==> config.mk <==
export PLATFORM = sky130hd
export DESIGN_NAME = string_to_unsigned_parser_unit
export DESIGN_NICKNAME = d
export VERILOG_FILES = /design/src/design/stoul_pkg.sv /design/src/design/stoul_front.sv /design/src/design/stoul_back.sv /design/src/design/string_to_unsigned_parser_unit.sv
export SDC_FILE = /design/constraint.sdc
export NUM_CORES = 1
export LEC_CHECK = 0
export BUFFER_PORTS_ARGS = -buffer_cell sky130_fd_sc_hd__clkbuf_2
export CORE_MARGIN = 4
export CORE_UTILIZATION = 43
export DETAILED_ROUTE_END_ITERATION = 6
export PLACE_DENSITY = 0.57
export SLEW_MARGIN = 15
export SYNTH_ARGS = -nofsm -noshare
export SYNTH_HDL_FRONTEND = slang
export SYNTH_SLANG_ARGS = --single-unit
==> constraint.sdc <==
create_clock -name clk -period 7.7 [get_ports clk]
set_clock_uncertainty 0.05 [all_clocks]
set_input_delay 0.385 -clock clk [delete_from_list [all_inputs] [get_ports clk]]
set_output_delay 0.385 -clock clk [all_outputs]
set_load 0.01 [all_outputs]
==> src/design/stoul_pkg.sv <==
`default_nettype none
package stoul_pkg;

	localparam int VALUE_WIDTH = 64;
	localparam int NUMBER_W    = 64;
	localparam int POS_W       = 16;
	localparam int BASE_W      = 6;
	localparam int DIGIT_W     = 6;
	localparam int PROD_W      = VALUE_WIDTH + BASE_W;

	localparam int FRONT_DEPTH = 4;
	localparam int FRONT_AW    = $clog2(FRONT_DEPTH);
	localparam int FRONT_CW    = FRONT_AW + 1;

	localparam logic [7:0] CH_SPACE = 8'h20;
	localparam logic [7:0] CH_PLUS  = 8'h2B;
	localparam logic [7:0] CH_MINUS = 8'h2D;
	localparam logic [7:0] CH_ZERO  = 8'h30;
	localparam logic [7:0] CH_NINE  = 8'h39;
	localparam logic [7:0] CH_UP_A  = 8'h41;
	localparam logic [7:0] CH_UP_X  = 8'h58;
	localparam logic [7:0] CH_UP_Z  = 8'h5A;
	localparam logic [7:0] CH_LO_A  = 8'h61;
	localparam logic [7:0] CH_LO_X  = 8'h78;
	localparam logic [7:0] CH_LO_Z  = 8'h7A;

	localparam logic [BASE_W-1:0] BASE_AUTO = 6'd0;
	localparam logic [BASE_W-1:0] BASE_OCT  = 6'd8;
	localparam logic [BASE_W-1:0] BASE_DEC  = 6'd10;
	localparam logic [BASE_W-1:0] BASE_HEX  = 6'd16;

	typedef struct packed {
		logic [7:0] ch;
		logic       first;
	} stoul_in_t;

	typedef struct packed {
		logic [NUMBER_W-1:0] number;
		logic                overflowed;
		logic                any_digits;
		logic [POS_W-1:0]    end_offset;
	} stoul_out_t;

	// classified character, front to back
	typedef struct packed {
		logic               first;
		logic [BASE_W-1:0]  base;
		logic [POS_W-1:0]   pos;
		logic               is_blank;
		logic               is_plus;
		logic               is_minus;
		logic               is_zero;
		logic               is_x;
		logic               is_digit;
		logic [DIGIT_W-1:0] digit;
	} stoul_item_t;

	typedef enum logic [2:0] {
		PH_SKIP,
		PH_SIGNED,
		PH_ZERO,
		PH_DIGITS,
		PH_DONE
	} stoul_phase_t;

	typedef enum logic [1:0] {
		ST_NONE,
		ST_DIGITS,
		ST_OVER
	} stoul_status_t;

endpackage
`default_nettype wire

==> src/design/stoul_front.sv <==
`default_nettype none
module stoul_front import stoul_pkg::*; (
	input  wire logic              clk,
	input  wire logic              arst_n,
	input  wire logic              push,
	output logic                   full,
	input  wire stoul_in_t         char_data,
	input  wire logic              cfg_valid,
	output logic                   cfg_ready,
	input  wire logic [BASE_W-1:0] cfg_data,
	output logic                   item_valid,
	output stoul_item_t            item,
	input  wire logic              item_take
);

	logic [BASE_W-1:0]   base_q;
	logic [POS_W-1:0]    pos_q;
	logic [POS_W-1:0]    pos_cur;
	logic                accept;
	stoul_item_t         cls;
	stoul_item_t         mem_q [FRONT_DEPTH];
	logic [FRONT_AW-1:0] wr_q;
	logic [FRONT_AW-1:0] rd_q;
	logic [FRONT_CW-1:0] cnt_q;

	assign cfg_ready  = 1'b1;
	assign full       = (cnt_q == FRONT_CW'(FRONT_DEPTH));
	assign accept     = push && !full;
	assign item_valid = (cnt_q != '0);
	assign item       = mem_q[rd_q];
	assign pos_cur    = char_data.first ? '0 : pos_q;

	always_comb begin
		logic [7:0] c;
		c = char_data.ch;
		cls          = '0;
		cls.first    = char_data.first;
		cls.base     = base_q;
		cls.pos      = pos_cur;
		cls.is_blank = (c == CH_SPACE);
		cls.is_plus  = (c == CH_PLUS);
		cls.is_minus = (c == CH_MINUS);
		cls.is_zero  = (c == CH_ZERO);
		cls.is_x     = (c == CH_LO_X) || (c == CH_UP_X);
		if (c >= CH_ZERO && c <= CH_NINE) begin
			cls.is_digit = 1'b1;
			cls.digit    = DIGIT_W'(c - CH_ZERO);
		end else if (c >= CH_UP_A && c <= CH_UP_Z) begin
			cls.is_digit = 1'b1;
			cls.digit    = DIGIT_W'(c - CH_UP_A + 8'd10);
		end else if (c >= CH_LO_A && c <= CH_LO_Z) begin
			cls.is_digit = 1'b1;
			cls.digit    = DIGIT_W'(c - CH_LO_A + 8'd10);
		end
	end

	always_ff @(posedge clk or negedge arst_n) begin
		if (!arst_n) begin
			base_q <= BASE_AUTO;
			pos_q  <= '0;
			wr_q   <= '0;
			rd_q   <= '0;
			cnt_q  <= '0;
		end else begin
			if (cfg_valid && cfg_ready)
				base_q <= cfg_data;
			if (accept) begin
				pos_q <= (pos_cur != '1) ? pos_cur + POS_W'(1) : pos_cur;
				wr_q  <= wr_q + FRONT_AW'(1);
			end
			if (item_take)
				rd_q <= rd_q + FRONT_AW'(1);
			cnt_q <= cnt_q + FRONT_CW'(accept) - FRONT_CW'(item_take);
		end
	end

	always_ff @(posedge clk) begin
		if (accept)
			mem_q[wr_q] <= cls;
	end

	a_cnt_range: assert property (@(posedge clk) disable iff (!arst_n)
		cnt_q <= FRONT_CW'(FRONT_DEPTH)) else $error("front queue count out of range");

	a_accept_fills: assert property (@(posedge clk) disable iff (!arst_n)
		accept |=> cnt_q != '0) else $error("accepted transfer lost");

	a_take_valid: assert property (@(posedge clk) disable iff (!arst_n)
		item_take |-> item_valid) else $error("transfer taken from empty front queue");

endmodule
`default_nettype wire

==> src/design/stoul_back.sv <==
`default_nettype none
module stoul_back import stoul_pkg::*; (
	input  wire logic        clk,
	input  wire logic        arst_n,
	input  wire logic        item_valid,
	input  wire stoul_item_t item,
	output logic             item_take,
	output logic             empty,
	input  wire logic        pop,
	output stoul_out_t       result
);

	stoul_phase_t            ph_q, ph_cur, ph_d;
	stoul_status_t           st_q, st_cur, st_f, st_d;
	logic                    neg_q, neg_cur, neg_d;
	logic [VALUE_WIDTH-1:0]  acc_q, acc_cur, acc_d, neg_val;
	logic [BASE_W-1:0]       eb_q, eb_cur, eb_f, eb_d, b;
	logic                    lead, lead_zero, feed, term, ovf, ends;
	logic [PROD_W-1:0]       prod;
	stoul_out_t              res_d;
	logic                    res_wr;

	stoul_out_t              oq_q [2];
	logic                    owr_q, ord_q;
	logic [1:0]              ocnt_q;

	assign item_take = item_valid && (ocnt_q != 2'd2);
	assign empty     = (ocnt_q == 2'd0);
	assign result    = oq_q[ord_q];

	assign ph_cur  = item.first ? PH_SKIP : ph_q;
	assign st_cur  = item.first ? ST_NONE : st_q;
	assign neg_cur = item.first ? 1'b0 : neg_q;
	assign acc_cur = item.first ? '0 : acc_q;
	assign eb_cur  = item.first ? item.base : eb_q;

	assign lead = (ph_cur == PH_SIGNED) || ((ph_cur == PH_SKIP) && !item.is_blank
		&& !item.is_plus && !item.is_minus);
	assign lead_zero = lead && item.is_zero && ((eb_cur == BASE_AUTO) || (eb_cur == BASE_HEX));
	assign feed = (lead && !lead_zero) || (ph_cur == PH_DIGITS)
		|| ((ph_cur == PH_ZERO) && !item.is_x);

	always_comb begin
		eb_f = eb_cur;
		if (eb_cur == BASE_AUTO) begin
			if (lead && !lead_zero)
				eb_f = BASE_DEC;
			else if (ph_cur == PH_ZERO)
				eb_f = BASE_OCT;
		end
	end

	// a held leading zero counts as a digit of value zero
	assign st_f = (ph_cur == PH_ZERO) ? ST_DIGITS : st_cur;
	assign b    = (eb_f == BASE_AUTO) ? BASE_DEC : eb_f;
	assign term = !item.is_digit || (item.digit >= b);
	assign prod = {{BASE_W{1'b0}}, acc_cur} * PROD_W'(b) + PROD_W'(item.digit);
	assign ovf  = |prod[PROD_W-1:VALUE_WIDTH];
	assign ends = item_take && feed && term;

	always_comb begin
		ph_d  = ph_cur;
		neg_d = neg_cur;
		acc_d = acc_cur;
		st_d  = st_cur;
		eb_d  = eb_f;
		case (ph_cur)
			PH_SKIP, PH_SIGNED: begin
				if (ph_cur == PH_SKIP && item.is_minus) begin
					neg_d = 1'b1;
					ph_d  = PH_SIGNED;
				end else if (ph_cur == PH_SKIP && item.is_plus) begin
					ph_d = PH_SIGNED;
				end else if (lead_zero) begin
					ph_d = PH_ZERO;
				end else if (lead) begin
					ph_d = term ? PH_DONE : PH_DIGITS;
				end
			end
			PH_ZERO: begin
				if (item.is_x) begin
					eb_d = BASE_HEX;
					ph_d = PH_DIGITS;
				end else begin
					st_d = st_f;
					ph_d = term ? PH_DONE : PH_DIGITS;
				end
			end
			PH_DIGITS: ph_d = term ? PH_DONE : PH_DIGITS;
			default:   ph_d = ph_cur;
		endcase
		if (feed && !term && st_f != ST_OVER) begin
			if (ovf) begin
				st_d  = ST_OVER;
				acc_d = '1;
			end else begin
				st_d  = ST_DIGITS;
				acc_d = prod[VALUE_WIDTH-1:0];
			end
		end
	end

	assign neg_val = ~acc_cur + VALUE_WIDTH'(1);

	always_comb begin
		res_wr           = ends;
		res_d.number     = NUMBER_W'((neg_cur && st_f == ST_DIGITS) ? neg_val : acc_cur);
		res_d.overflowed = (st_f == ST_OVER);
		res_d.any_digits = (st_f != ST_NONE);
		res_d.end_offset = (st_f != ST_NONE) ? item.pos : '0;
	end

	always_ff @(posedge clk or negedge arst_n) begin
		if (!arst_n) begin
			ph_q   <= PH_SKIP;
			st_q   <= ST_NONE;
			neg_q  <= 1'b0;
			acc_q  <= '0;
			eb_q   <= BASE_AUTO;
			owr_q  <= 1'b0;
			ord_q  <= 1'b0;
			ocnt_q <= '0;
		end else begin
			if (item_take) begin
				ph_q  <= ph_d;
				st_q  <= st_d;
				neg_q <= neg_d;
				acc_q <= acc_d;
				eb_q  <= eb_d;
			end
			if (res_wr)
				owr_q <= ~owr_q;
			if (pop && !empty)
				ord_q <= ~ord_q;
			ocnt_q <= ocnt_q + 2'(res_wr) - 2'(pop && !empty);
		end
	end

	always_ff @(posedge clk) begin
		if (res_wr)
			oq_q[owr_q] <= res_d;
	end

	a_ocnt_range: assert property (@(posedge clk) disable iff (!arst_n)
		ocnt_q <= 2'd2) else $error("result queue overrun");

	a_ovf_digits: assert property (@(posedge clk) disable iff (!arst_n)
		res_wr && !res_d.any_digits |->
		!res_d.overflowed && res_d.number == '0 && res_d.end_offset == '0)
		else $error("result without digits not clean");

	a_done_quiet: assert property (@(posedge clk) disable iff (!arst_n)
		item_take && !item.first && ph_q == PH_DONE |-> !res_wr)
		else $error("second result for one string");

endmodule
`default_nettype wire

==> src/design/string_to_unsigned_parser_unit.sv <==
`default_nettype none
// Channel    | Handshake                   | Payload
// input      | push / full                 | char_data (ch, first)
// result     | pop / empty                 | result (number, overflowed, any_digits, end_offset)
// config     | cfg_valid / cfg_ready       | cfg_data (base_select)
//
// One character per cycle sustained while the result queue has room; the accumulate step
// (64 x 6 multiply-add) is the back loop.
// A character's result passes through the front queue and the result queue to the result ports.
// Reset clears the parse state and base_select to 0; no clearing pass.
// A full result queue halts the back; the 4-entry front queue then fills and
// raises full.
module string_to_unsigned_parser_unit import stoul_pkg::*; (
	input  wire logic              clk,
	input  wire logic              arst_n,
	input  wire logic              push,
	output logic                   full,
	input  wire stoul_in_t         char_data,
	output logic                   empty,
	input  wire logic              pop,
	output stoul_out_t             result,
	input  wire logic              cfg_valid,
	output logic                   cfg_ready,
	input  wire logic [BASE_W-1:0] cfg_data
);

	logic        item_valid;
	logic        item_take;
	stoul_item_t item;

	stoul_front u_front (
		.clk        (clk),
		.arst_n     (arst_n),
		.push       (push),
		.full       (full),
		.char_data  (char_data),
		.cfg_valid  (cfg_valid),
		.cfg_ready  (cfg_ready),
		.cfg_data   (cfg_data),
		.item_valid (item_valid),
		.item       (item),
		.item_take  (item_take)
	);

	stoul_back u_back (
		.clk        (clk),
		.arst_n     (arst_n),
		.item_valid (item_valid),
		.item       (item),
		.item_take  (item_take),
		.empty      (empty),
		.pop        (pop),
		.result     (result)
	);

endmodule
`default_nettype wire

### After elaboration in Yosys (flattened, before gate mapping)

Memories as Yosys holds them, arrays and structs flattened.
Index checks and enable logic that the tools add are counted.

* add/subtract/negate cells: 14
* multipliers: 1
* divide/modulo/power cells: 0
* $lt $le $gt $ge: 7
* equality and inequality tests: 16
* shift-type cells: 0
* muxes and demuxes: 38
* bitwise operators: 3
* reduce and logical (&&, ||, !) cells: 43

Operators with widths (count)
* 64-bit two-way mux: 4
* 70-bit by 6-bit adder with 70-bit output: 1
* 64-bit by 6-bit multiplier with 70-bit output: 1
* 64-bit by 1-bit adder with 64-bit output, second input constant: 1
* 64-bit NOT: 1
* 16-bit two-way mux: 3
* 6-bit two-way mux: 7
* 8-bit by 6-bit == test with 1-bit output, second input constant: 4
* 3-bit two-way mux: 7
* 7-bit two-way mux: 3
* 1-bit logical AND: 20
* 16-bit by 1-bit adder with 16-bit output, second input constant: 1
* 8-bit by 7-bit == test with 1-bit output, second input constant: 2
* 8-bit by 7-bit >= comparator with 1-bit output, second input constant: 2
* 8-bit by 7-bit <= comparator with 1-bit output, second input constant: 2
* 16-bit inequality test, second input constant: 1
* 6-bit by 4-bit adder with 6-bit output, second input constant: 2
* 6-bit logical NOT: 2
* 2-bit two-way mux: 6
* 6-bit subtractor, second input constant: 2
* 1-bit logical NOT: 9
* 3-bit one-hot mux with 3 select lines: 1
* 8-bit by 6-bit >= comparator with 1-bit output, second input constant: 1
* 8-bit by 6-bit <= comparator with 1-bit output, second input constant: 1
* 23 further kinds: 38

* bits in registers: 109
* bits in latches: 0
* bits in writable memories: 304
* ROM bits: 0
* input port bits: 20
* output and inout port bits: 85
* memories kept: 2

Memory list
* u_back.oq_q: words 2, width 82, rd ports 1, clocked after memory_dff 0, wr ports 1, line stoul_back.sv:23 `stoul_out_t oq_q [2];`
* u_front.mem_q: words 4, width 35, rd ports 1, clocked after memory_dff 0, wr ports 1, line stoul_front.sv:21 `stoul_item_t mem_q [FRONT_DEPTH];`

### Logic depth before layout (Yosys ltp)

An unclocked memory read counts as a cell.

* word-level depth: 23
* gate-level depth with buffers: 32
* depth with buffers taken out: 26

### Cells and area by module

A second synthesis with hierarchy kept.

* cells, all modules: 2995
* area, all modules: 32856.5 µm²

Modules (own cells, without submodules)
* stoul_back: times used 1, cells an instance 2585, area each 25723.4 µm², seq. area each 6926.6 µm²
* stoul_front: times used 1, cells an instance 410, area each 7133.1 µm², seq. area each 4929.7 µm²

### Worst setup path before layout

No wires, ideal clock.

* path type: register to register
* start point: register u_front.rd_q[0]
* end point: memory u_back.oq_q[0][0] (netlist name) (enable)
* library setup time: 523 ps
* arrival: 6753 ps
* slack: 373 ps
* stages on the path, launching flop included: 16
* buffers on the path: 5
* clock period less this slack: 7327 ps
* path through: dfrtp_1 -> mux4_2 -> clkbuf_1 -> clkbuf_1 -> clkbuf_1 -> buf_2 -> buf_1 -> a21oi_1 -> ha_1 -> nand2_1 -> o21ai_0 -> a211oi_1 -> o211a_1 -> nor2_1 -> o21ai_1 -> nor2_1

* longest elaborated chain between the ends: 20

RTL lines
* start, declared: line stoul_front.sv:23 `logic [FRONT_AW-1:0] rd_q;`
* start signal, assigned: line stoul_front.sv:72 `rd_q <= rd_q + FRONT_AW'(1);`
* memory read 4 x 35 bit (*)
* 3-bit two-way mux: line stoul_back.sv:31 `assign ph_cur = item.first ? PH_SKIP : ph_q;`
* 3-bit logical NOT: line stoul_back.sv:37 `assign lead = (ph_cur == PH_SIGNED) || ((ph_cur == PH_SKIP) && !item.is_blank`
* 1-bit logical AND: line stoul_back.sv:37
* 1-bit logical AND (2 in a row): line stoul_back.sv:38 `&& !item.is_plus && !item.is_minus);`
* 1-bit logical OR: line stoul_back.sv:37
* 1-bit logical AND (2 in a row): line stoul_back.sv:39 `assign lead_zero = lead && item.is_zero && ((eb_cur == BASE_AUTO) || (eb_cur == BASE_HEX));`
* 1-bit logical NOT: line stoul_back.sv:40, stoul_back.sv:46
* [2 not listed]
* 6-bit two-way mux: line stoul_back.sv:45 `if (eb_cur == BASE_AUTO) begin`
* 6-bit logical NOT: line stoul_back.sv:55 `assign b = (eb_f == BASE_AUTO) ? BASE_DEC : eb_f;`
* 6-bit two-way mux: line stoul_back.sv:55
* 6-bit >= comparator: line stoul_back.sv:56 `assign term = !item.is_digit || (item.digit >= b);`
* 1-bit logical OR: line stoul_back.sv:56
* 1-bit logical AND (*): line stoul_back.sv:59 `assign ends = item_take && feed && term;`
* 1-bit two-way mux (*): line stoul_back.sv:140 `if (res_wr)`
* 1-bit two-way mux (not written as such) (*): line stoul_back.sv:141 `oq_q[owr_q] <= res_d;`
* end, declared: line stoul_back.sv:23

Mark *: on every way between the ends. The rest lies on a longest branch, timed or not.

### Worst setup path in the final report

* start point: register u_front.rd_q[0]
* end point: register u_back.acc_q[12]

* longest elaborated chain between the ends: 21

RTL lines
* memory read 4 x 35 bit (*)
* parallel branches: the longest is 19 deep, another holds 6-bit two-way mux
* 64-bit two-way mux (*): line stoul_back.sv:92 `if (feed && !term && st_f != ST_OVER) begin`
* end signal, assigned: line stoul_back.sv:118 `acc_q <= '0;`
* end signal, assigned: line stoul_back.sv:128 `acc_q <= acc_d;`
* end, declared: line stoul_back.sv:16 `logic [VALUE_WIDTH-1:0] acc_q, acc_cur, acc_d, neg_val;`

Mark *: on every way between the ends.
A chain may end at the register's enable or synchronous reset.

==> impl_metrics.env <==
export IMPL_ir_drop_mv=0.344
export IMPL_numCtsBuffers=45
export IMPL_synthMuxAreaShare=0.0588
export IMPL_ant_nets=0
export IMPL_grt_pass1_vias=25700
export IMPL_layout_min_cycle_time_ps=7590
export IMPL_synth_flop_cell="edfxtp_1"
export IMPL_grt_pass1_wl_um=148000
export IMPL_setup_violations=0
export IMPL_crit_path_top_delay_cell="mux4_4"
export IMPL_row_count=100
export IMPL_startpoint="u_front.rd_q[0]"
export IMPL_dieArea_mm2=0.0799
export IMPL_worstReg2RegStart="u_front.rd_q[0]"
export IMPL_drv_cap=0
export IMPL_crit_arrival_ps=8010
export IMPL_initial_core_util=0.435
export IMPL_viasPerCell=5.83
export IMPL_die_width_um=283
export IMPL_hold_viol=0
export IMPL_finalCritPeriodShare=0.986
export IMPL_syn2layout_area_growth_pct=11.9
export IMPL_multi_input_comb_area_mm2=0.0195
export IMPL_grt_util_all_layers=0.236
export IMPL_syn_nets=3560
export IMPL_mostFrequentLayoutCells="edfxtp_1 (304), and2_1 (279), nor2_1 (263)"
export IMPL_yosysWarnings=0
export IMPL_fmax_mhz=132
export IMPL_synthAdderAreaFrac=0.222
export IMPL_port_buffers=103
export IMPL_synth_area_leader_cell="edfxtp_1"
export IMPL_grt_overflow_total=0
export IMPL_drtIter0Drc=2000
export IMPL_slew_violations=0
export IMPL_critPathMaxFanout=19
export IMPL_drcViolationCount=0
export IMPL_cts_tree="done"
export IMPL_die_h_um=283
export IMPL_endpoint_kind="register"
export IMPL_crit_path_frequent_cell="fa_1"
export IMPL_regArea_mm2=0.0119
export IMPL_async_flop_share=0.264
export IMPL_synth_seq_area_share=0.366
export IMPL_grt_max_degree=83
export IMPL_worst_hold_slack_ps=120
export IMPL_fin_util=0.487
export IMPL_synth_compound_area_share=0.108
export IMPL_root_buffer="clkbuf_16"
export IMPL_first_pass_iters=5
export IMPL_synth_edff_count=304
export IMPL_post_drt_wl_per_cell_um=22.4
export IMPL_critical_path_startpoint_type="register"
export IMPL_synth_xor_area_frac=0.0297
export IMPL_path_clk_slew_ps=70
export IMPL_slowest_delay_ps=720
export IMPL_r2r_slack_ps=110
export IMPL_cp_required_ps=8110
export IMPL_r2r_cells=27
export IMPL_tightestPinTransition_ps=1080
export IMPL_fillerInstances=6830
export IMPL_diodes=0
export IMPL_yosysUniqueCellTypes=88
export IMPL_yosys_area_share_simple=0.175
export IMPL_via_count=24400
export IMPL_yosys_register_bits=413
export IMPL_final_common_cell="edfxtp_1"
export IMPL_p_leak_nw=15.5
export IMPL_antenna_found_initial=0
export IMPL_hp_class="primary input to register"
export IMPL_clock_latency_ps=590
export IMPL_dpl_hpwl_um=67800
export IMPL_synth_top_area_frac=0.281
export IMPL_drt_total_wl_um=93500
export IMPL_htreeDepth=2
export IMPL_synth_area_mm2=0.0324
export IMPL_drive_above_1_share=0.156
export IMPL_status="complete, no violations"
export IMPL_core_mm2=0.0746
export IMPL_slew_headroom=0.280
export IMPL_place_congestion=0.951
export IMPL_crit_type="register to register"
export IMPL_powerDensity_mw_per_mm2=469
export IMPL_syn_inst=3116
export IMPL_finalPower_mw=17.0
export IMPL_synth_avg_cell_area_um2=10.4
export IMPL_r2r_end="u_back.acc_q[12]"
export IMPL_nets=3622
export IMPL_synth_top_family_by_area="adder cells"
export IMPL_io_pins=105
export IMPL_rsz0062_at_grt="true"
export IMPL_crit_end="u_back.acc_q[12]"
export IMPL_clock_sinks=413
export IMPL_clk_path_buf_depth=3
export IMPL_synth_area_leaders="edfxtp_1 (28%), fa_1 (16%), dfrtp_1 (8.4%)"
power by group:
group / switching [mW] / internal [mW]
combinational: 6.62 / 4.15
sequential: 0.638 / 3.38
clock: 0.926 / 1.30
total: 8.18 / 8.83
sequential cells by signal, indices dropped and copies added (netlist names):
name            cells
u_back.oq_q       164
u_front.mem_q     140
u_back.acc_q       64
u_front.pos_q      16
u_back.eb_q         6
u_front.base_q      6
u_back.ph_q         3
u_front.cnt_q       3
u_back.ocnt_q       2
u_back.st_q         2
u_front.rd_q        2
u_front.wr_q        2
u_back.neg_q        1
u_back.ord_q        1
u_back.owr_q        1
logic make-up after synthesis:
| kind of cell | after synthesis |
|---|---|
| AND/OR/NAND/NOR | 1124 |
| AO/OA/AOI/OAI | 576 |
| adder cells (fa/ha/maj) | 424 |
| flip-flops | 413 |
| buffers and inverters | 333 |
| multiplexers | 135 |
| XOR/XNOR | 110 |
| other | 1 |
worst max-delay path: cells and delay by family (launching register included):
kind	cells	cell delay (ps)
muxes	1	720
and+or+nand+nor	10	1800
buffers and inverters	4	710
DFF	1	390
AOI/OAI and AO/OA	7	1690
adders and majority gates	5	2100
cell type report:
class,instances,area share
clock buffers,61,0.0338
clock inverters,21,0.00744
inverters,105,0.0109
multi-input cells,2370,0.537
flip-flops and latches,413,0.327
well taps,969,0.0334
repair buffers,243,0.0504
cell usage after synthesis (6+ instances only):
cell type and count:
or4_1 6, nand4_1 40, mux4_2 35, nand2b_1 7, nor2_1 270, ha_1 171
nor3_1 96, xnor2_1 62, clkbuf_1 177, nor4_1 16, nor2b_1 46, o21ai_0 140
or2_2 7, nand2_1 260, a21o_1 23, o21bai_1 18, o31ai_1 13, dfrtp_1 109
mux2i_1 7, o21ai_1 37, nand3_1 28, buf_6 7, buf_1 15, a31oi_1 30
nor3b_1 6, and2_1 280, fa_1 253, o211ai_1 8, and4_1 9, inv_1 105
edfxtp_1 304, a21oi_1 194, o21a_1 17, mux2_2 93, and3_1 18, o22ai_1 20
buf_2 26, or3_1 14, xor2_1 48
routing by layer:
metal	global-route usage	wire, um	vias up
met5	0	0	-
met2	0.389	44200	820
met1	0.325	40900	12300
li1	-	-	11000
met4	0.0723	2840	0
met3	0.0334	5600	172
metrics by stage:
stage / cells / setup slack, ps / instance area, um2 / TNS, ps
after global routing: 4182 / -73.9 / 36300 / -761
after floorplan: 3116 / 373 / 32400 / 0
after global placement: 4089 / -86.4 / 34500 / -128
final: 4182 / 107 / 36300 / 0
after detailed placement: 4089 / -15.8 / 34500 / -15.8
after CTS: 4178 / 29.1 / 36000 / 0
timing repair:
| action | CTS | global route |
|---|---|---|
| pin swaps | 0 | 7 |
| resized for setup | 2 | 49 |
| hold endpoints to repair | 71 | 0 |
| endpoints found under the setup margin | 1 | 66 |
| hold buffers | 7 | 0 |
| setup buffers | 0 | 2 |
worst min path at each step:
stage | startpoint | cells after the start | slack [ps] | end
floorplan | arst_n | 0 | 40 | u_back.acc_q[0]
global placement | u_front.base_q[3] | 0 | 440 | u_front.mem_q[3][31]
CTS | char_data[7] | 2 | 90 | u_front.mem_q[1][8]
detailed placement | u_back.eb_q[2] | 2 | 450 | u_back.eb_q[2]
finish | char_data[7] | 2 | 120 | u_front.mem_q[3][8]
global route | char_data[7] | 2 | 110 | u_front.mem_q[2][8]
Power figures use the tool's default switching activity.
